==> config.mk <==
export PLATFORM = sky130hd
export DESIGN_NAME = ovb_cell
export DESIGN_NICKNAME = d
export VERILOG_FILES = /design/src/rtl/overlap_box_grouping_defines.svh /design/src/rtl/ovb_pkg.sv /design/src/rtl/ovb_cell.sv
export SDC_FILE = /design/constraint.sdc
export NUM_CORES = 1
export LEC_CHECK = 0
export BUFFER_PORTS_ARGS = -buffer_cell sky130_fd_sc_hd__buf_2
export CORE_UTILIZATION = 59
export DETAILED_ROUTE_END_ITERATION = 7
export GPL_ROUTABILITY_DRIVEN = 0
export PLACE_DENSITY = 0.88
export SYNTH_ARGS = -nofsm -noshare
export SYNTH_HDL_FRONTEND = slang
export SYNTH_SLANG_ARGS = --single-unit
export TNS_END_PERCENT = 20
==> constraint.sdc <==
create_clock -name i_clk -period 17.48 [get_ports i_clk]
set_input_delay 2.622 -clock i_clk [delete_from_list [all_inputs] [get_ports i_clk]]
set_output_delay 2.622 -clock i_clk [all_outputs]
set_load 0.03 [all_outputs]
==> src/rtl/overlap_box_grouping_defines.svh <==
// ----------------------------------------------------------------------------
// Overlap box grouping: assertion macros
// Shared property macros for the concurrent checks of the grouping block.
// ----------------------------------------------------------------------------
`ifndef OVERLAP_BOX_GROUPING_DEFINES_SVH
`define OVERLAP_BOX_GROUPING_DEFINES_SVH

// Same-cycle implication, disabled while reset is low
`define OVB_ASSERT_NOW(label, clk, rst_n, ante, cons, msg) \
    label: assert property (@(posedge clk) disable iff (!rst_n) (ante) |-> (cons)) \
        else $error(msg);

// Next-cycle implication, disabled while reset is low
`define OVB_ASSERT_NEXT(label, clk, rst_n, ante, cons, msg) \
    label: assert property (@(posedge clk) disable iff (!rst_n) (ante) |=> (cons)) \
        else $error(msg);

`endif

==> src/rtl/ovb_pkg.sv <==
// ----------------------------------------------------------------------------
// Overlap box grouping package
// Box type, padding constants, register codes and box helper functions.
// ----------------------------------------------------------------------------
`timescale 1ns / 1ps
package ovb_pkg;

    localparam int DEF_MAX_BOXES = 64;
    localparam int IDX_OUT_W     = 6;
    localparam int CFG_W         = 13;

    localparam logic [11:0] PAD_LEFT  = 12'd20;
    localparam logic [11:0] PAD_UP    = 12'd50;
    localparam logic [13:0] PAD_WIDER = 14'd20;
    localparam logic [13:0] PAD_TALL  = 14'd80;

    localparam logic [CFG_W-1:0] IMG_W_RST = 13'd1920;
    localparam logic [CFG_W-1:0] IMG_H_RST = 13'd1080;

    typedef enum logic [0:0] {
        REG_IMG_W = 1'b0,
        REG_IMG_H = 1'b1
    } t_reg_idx;

    // Padded box: width and height keep the carry past 13 bits
    typedef struct packed {
        logic [11:0] x;
        logic [11:0] y;
        logic [13:0] w;
        logic [13:0] h;
    } t_box;

    // Pad one edge/extent pair and clip the extent to the image size
    function automatic logic [25:0] pad_axis(logic [11:0] pos, logic [12:0] len,
                                             logic [11:0] pad, logic [13:0] grow,
                                             logic [CFG_W-1:0] lim);
        logic [11:0] p;
        logic [13:0] l;
        logic [14:0] e;
        p = (pos > pad) ? pos - pad : 12'd0;
        l = {1'b0, len} + grow;
        e = {3'b000, p} + {1'b0, l};
        if (e > {2'b00, lim}) begin
            l = (lim > {1'b0, p}) ? {1'b0, lim - {1'b0, p}} : 14'd0;
        end
        return {p, l};
    endfunction

    // Overlap of two boxes, each shrunk by one pixel, along one axis
    function automatic logic axis_touch(logic [11:0] a, logic [13:0] al,
                                        logic [11:0] b, logic [13:0] bl);
        logic [14:0] ae;
        logic [14:0] be;
        logic [14:0] mn;
        logic [14:0] mx;
        ae = {3'b000, a} + {1'b0, al};
        be = {3'b000, b} + {1'b0, bl};
        mn = (ae < be) ? ae : be;
        mx = (a > b) ? {3'b000, a} : {3'b000, b};
        return mn > (mx + 15'd1);
    endfunction

endpackage

==> src/rtl/ovb_cell.sv <==
// ----------------------------------------------------------------------------
// Overlap box grouping cell
// Holds one stored box with its index, label and pending flag; takes its
// neighbor's contents on every advance and tests its box against the head.
// ----------------------------------------------------------------------------
`timescale 1ns / 1ps
module ovb_cell #(
    parameter int IDX_W = 6
) (
    input  logic             i_clk,
    input  logic             i_rst_n,
    input  logic             i_shift,
    input  logic             i_clear,
    input  logic             i_merge,
    input  logic             i_nxt_valid,
    input  logic             i_nxt_pend,
    input  logic [IDX_W-1:0] i_nxt_idx,
    input  logic [IDX_W-1:0] i_nxt_lab,
    input  ovb_pkg::t_box    i_nxt_box,
    input  logic             i_head_valid,
    input  logic [IDX_W-1:0] i_head_idx,
    input  logic [IDX_W-1:0] i_head_lab,
    input  ovb_pkg::t_box    i_head_box,
    input  logic [IDX_W-1:0] i_root,
    output logic             o_valid,
    output logic             o_pend,
    output logic [IDX_W-1:0] o_idx,
    output logic [IDX_W-1:0] o_fwd_lab,
    output ovb_pkg::t_box    o_box,
    output logic             o_match,
    output logic             o_before
);
    import ovb_pkg::*;

    logic             r_valid;
    logic             r_pend;
    logic [IDX_W-1:0] r_idx;
    logic [IDX_W-1:0] r_lab;
    t_box             r_box;
    logic             w_join;

    // Control flags
    always_ff @(posedge i_clk) begin
        if (!i_rst_n) begin
            r_valid <= 1'b0;
            r_pend  <= 1'b0;
        end else if (i_clear) begin
            r_valid <= 1'b0;
            r_pend  <= 1'b0;
        end else if (i_shift) begin
            r_valid <= i_nxt_valid;
            r_pend  <= i_nxt_pend;
        end
    end

    // Payload advances with the chain
    always_ff @(posedge i_clk) begin
        if (i_shift) begin
            r_idx <= i_nxt_idx;
            r_lab <= i_nxt_lab;
            r_box <= i_nxt_box;
        end
    end

    // Take the head label when a later box overlaps the head box
    assign w_join = i_merge && i_head_valid && r_valid && (r_idx > i_head_idx)
                 && axis_touch(r_box.x, r_box.w, i_head_box.x, i_head_box.w)
                 && axis_touch(r_box.y, r_box.h, i_head_box.y, i_head_box.h);

    assign o_valid   = r_valid;
    assign o_pend    = r_pend;
    assign o_idx     = r_idx;
    assign o_box     = r_box;
    assign o_fwd_lab = w_join ? i_head_lab : r_lab;
    assign o_match   = r_valid && r_pend && (r_lab == i_root);
    assign o_before  = r_valid && r_pend && (r_idx < i_head_idx);

endmodule

==> results summary <==
The number of setup buffers added after CTS is 0. The number of sinks driven by the clock tree came out at 66. The storage element area came out at 1960 µm². With fillers left out, the area of the finished cells amounts to 9340 µm². Subtracting the final worst setup slack from the clock period gives 11,320 ps. The I/O pin count is 210. The clock-pin slew on the worst setup and hold paths came out at 60 ps. From synthesis to final layout, the design area changed by 20.5%. The count of hold buffers inserted by post-cts repair is 0. The top cell type by area accounts for 24.8% of the synthesized area. The critical path endpoint category is an output port. The count of port buffers added during placement came out at 209.

The number of clock buffers inserted by TritonCTS came out at 9. The number of H-tree branching levels is 3. The largest net degree at the start of global routing is 67. The max-cap violation count is 0. For this run, the register share of the synthesized area comes to 25.3%. The flip-flop and latch count after synthesis came out at 66.

The number of pins with negative max-slew slack in the final report is 0. The critical path starts at i_head_box[40]. The largest fanout on the critical path came out at 17.

The number of failing hold endpoints at the final stage came out at 0. The routed length on met1 came out at 8440 µm. Setup repair after global routing left no endpoint under its margin.

Fill cells in the final layout number 968. The depth of the most critical reg-to-reg path came out at 2. The total number of placement rows came out at 41.

The count of yosys warnings during synthesis is 0. The worst setup path is of the in2out kind. The minimum setup slack among reg-to-reg paths is 16,760 ps.

The required time at the worst-slack endpoint is 14,860 ps. The total congestion overflow came out at 0. The number of antenna violations at the first check in global routing was 0. The combined area of the multi-input logic cells came out at 5550 µm². The worst setup path is launched from a primary input. The detail-routed via count per cell is 5.98.

The placed cell area is 9010 µm². The sum of met3 wire segment lengths after detailed routing is 1210 µm. The die covers 13,600 µm². The diode insertion count for antenna repair came out at 0. The via count of the first global-routing pass is 6,969.

The flow ran to the end, and the final reports show no timing, DRC or antenna violations. On the final layout, the worst clock skew is 0 ps. In this run the mean area of a mapped cell was 9.14 µm².

The startpoint identified for the worst register-to-register timing path is o_pend. The post-synthesis instance area came out at 7750 µm². Global routing consumed, over all layers together, 30.2% of the routing resources. The quantity of gates resized following cts came out at 0. Measured against its own limit, the worst slew margin works out to 44.6%.

The slew of the pin with the lowest slew margin came out at 830 ps. For the worst-skew pair, the clock arrives at the later sink with an insertion delay of 340 ps. After detailed routing, the met2 layer carries 9780 µm of wire.

The library cells used most frequently in the layout, excluding fill and tap cells, are sky130_fd_sc_hd__buf_2, sky130_fd_sc_hd__ha_1, sky130_fd_sc_hd__a21oi_1. The fraction of final layout cells with drive strength greater than 1 came out at 24.9%. The largest voltage drop on the vdd net came out at 0.0000697 V. The total routed wirelength came out at 20,300 µm. In this run the vertical extent of the chip is 117 µm.

The count of unresolved DRC violations after routing is 0. In the synthesized netlist, the number of instances is 848. Derived from the worst setup path, the maximum achievable clock frequency is 0.0883 GHz. The floorplan core area is 12,700 µm². In this run the horizontal extent of the chip is 117 µm. The proportion of register bits with asynchronous set or reset after synthesis is 0%. The library cell used most frequently in the layout, excluding fill and tap cells, is sky130_fd_sc_hd__buf_2.

Yosys mapped the design onto 73 distinct sky130hd cell types. The post-route setup TNS came out at 0 ps. The first global-routing pass estimated 31,500 µm of wire. The min-delay analysis places its worst path in the category reg2reg. The portion of the clock cycle consumed by the worst path in the final layout is 64.8%. The number of search-and-repair iterations in the first detailed-routing pass is 5. The remaining number of nets flagged by the antenna check after routing is 0. The number of synthesized flops with an enable pin came out at 64. The number of failing setup endpoints in the final timing report is 0. Power spread over the standard cell area amounts to 92.8 nW/µm². The cell sitting at the root of the clock tree is a sky130_fd_sc_hd__clkbuf_16. The total number of nets in the final design is 1,343. The total half-perimeter wirelength after legalization and detailed placement came out at 16,500 µm. In this run the critical register-to-register path is captured at o_pend. In this run the deepest clock path goes through 2 buffers. By area the synthesized netlist is led by sky130_fd_sc_hd__edfxtp_1, sky130_fd_sc_hd__ha_1, sky130_fd_sc_hd__xnor2_1. The most used flip-flop cell after synthesis is sky130_fd_sc_hd__edfxtp_1. The starting density of the core is 60.9%. The number of nets produced by synthesis came out at 1,128. The leakage dissipation came out at 4.43 nW.

In the final routed layout, each cell accounts on average for 16.4 µm. After the first detailed-routing iteration, the DRC count stood at 543. The detailed router used layers up to and including met4. TritonCTS built the clock tree. The cell taking the most area after synthesis is sky130_fd_sc_hd__edfxtp_1. Data on the critical path arrives at its endpoint at 8700 ps. The critical path ends at o_fwd_lab[5]. The detailed-route via count came out at 7,417.
## metal layers
layer	vias to the layer above	GRT usage [%]
met5	-	0
met4	0	14.9
met3	67	6.49
met2	279	52.6
met1	3451	35.1
li1	3620	-
## kinds of logic after synthesis
logic type                 synth area share, %
buffers and inverters                     3.21
and+or+nand+nor                           14.7
xor gates and xnor gates                  8.81
adders and majority gates                 22.7
AOI/OAI and AO/OA                         22.0
muxes                                     3.29
DFF                                       25.3
## worst min-delay path by stage
stage / from / end / cells past startpoint
floorplan: o_pend / o_pend / 2
global placement: o_pend / o_pend / 2
detailed placement: o_pend / o_pend / 2
CTS: o_valid / o_valid / 2
global route: o_valid / o_valid / 2
finish: o_valid / o_valid / 2
## cells in the mapped netlist (2+ instances only)
cell	count
sky130_fd_sc_hd__nand3b_1	2
sky130_fd_sc_hd__edfxtp_1	64
sky130_fd_sc_hd__o211ai_1	7
sky130_fd_sc_hd__a211oi_1	17
sky130_fd_sc_hd__or2_2	3
sky130_fd_sc_hd__mux2_4	6
sky130_fd_sc_hd__nand2b_1	2
sky130_fd_sc_hd__xnor2_1	55
sky130_fd_sc_hd__and3_1	16
sky130_fd_sc_hd__or3_1	2
sky130_fd_sc_hd__nor2b_1	10
sky130_fd_sc_hd__nor2_1	60
sky130_fd_sc_hd__nor3_1	15
sky130_fd_sc_hd__fa_1	4
sky130_fd_sc_hd__ha_1	134
sky130_fd_sc_hd__nor3b_1	2
sky130_fd_sc_hd__a21o_1	26
sky130_fd_sc_hd__a21oi_1	67
sky130_fd_sc_hd__mux2i_1	12
sky130_fd_sc_hd__o31ai_1	3
sky130_fd_sc_hd__nand3_1	36
sky130_fd_sc_hd__nand2_1	55
sky130_fd_sc_hd__o21ai_0	52
sky130_fd_sc_hd__o31ai_2	2
sky130_fd_sc_hd__mux2_2	4
sky130_fd_sc_hd__a31oi_1	6
sky130_fd_sc_hd__o21a_1	13
sky130_fd_sc_hd__nor4_1	4
sky130_fd_sc_hd__o21ai_1	6
sky130_fd_sc_hd__inv_1	55
sky130_fd_sc_hd__o22ai_1	3
sky130_fd_sc_hd__dfxtp_1	2
sky130_fd_sc_hd__a211oi_2	3
sky130_fd_sc_hd__xor2_1	23
sky130_fd_sc_hd__clkbuf_1	7
sky130_fd_sc_hd__a211o_1	3
sky130_fd_sc_hd__a2111oi_0	2
sky130_fd_sc_hd__o21bai_1	14
sky130_fd_sc_hd__nand4_1	17
## metrics by stage
step	hold slack [ps]	worst slack (ps)	utilization, %	total power [W]	cells
3_3_place_gp	537	6440	70.8	0.000648	1224
6_report	562	6160	73.4	0.000867	1240
2_1_floorplan	652	6960	-	0.000545	848
4_1_cts	564	6220	73.4	0.000864	1240
3_5_place_dp	542	6240	70.8	0.000661	1224
5_1_grt	580	5760	73.4	0.000931	1240
## state kept, by name, summed over array words and instances, names as in the netlist
name	cells
o_valid	1
o_box	52
r_lab	6
o_pend	1
o_idx	6
## critical path: stages
cell and delay, ps:
sky130_fd_sc_hd__buf_2 130, sky130_fd_sc_hd__ha_1 220, sky130_fd_sc_hd__fa_1 430, sky130_fd_sc_hd__a211oi_1 430, sky130_fd_sc_hd__o21ai_1 180, sky130_fd_sc_hd__a211oi_2 290, sky130_fd_sc_hd__o21bai_1 110, sky130_fd_sc_hd__a21oi_1 180
sky130_fd_sc_hd__xor2_1 220, sky130_fd_sc_hd__ha_1 300, sky130_fd_sc_hd__a21oi_1 140, sky130_fd_sc_hd__nand2_1 60, sky130_fd_sc_hd__o21ai_0 410, sky130_fd_sc_hd__a41o_4 420, sky130_fd_sc_hd__nor2_1 60, sky130_fd_sc_hd__a21o_1 170
sky130_fd_sc_hd__ha_1 280, sky130_fd_sc_hd__and4_1 210, sky130_fd_sc_hd__nand4_1 120, sky130_fd_sc_hd__or3_2 480, sky130_fd_sc_hd__o31a_1 150, sky130_fd_sc_hd__a311oi_2 230, sky130_fd_sc_hd__a221oi_2 120, sky130_fd_sc_hd__o211ai_4 200
sky130_fd_sc_hd__mux2_4 340, sky130_fd_sc_hd__buf_2 180
## cell type report
class                           instances  area share, %
Tap cell                              172           2.31
Clock buffer                           10           2.56
Timing Repair Buffer                  213           11.5
Inverter                               55           2.21
Clock inverter                          6          0.951
Multi-Input combinational cell        718           59.4
Sequential cell                        66           21.0
## report_power, final
group          leakage (nW)  total [W]  internal [W]  switching (W)
Sequential            0.643   0.000203      0.000188      0.0000151
Clock                 0.155   0.000198      0.000129      0.0000695
Combinational          3.64   0.000465      0.000195       0.000270
Total                  4.43   0.000867      0.000512       0.000355
(Power assumes the default switching activity.)
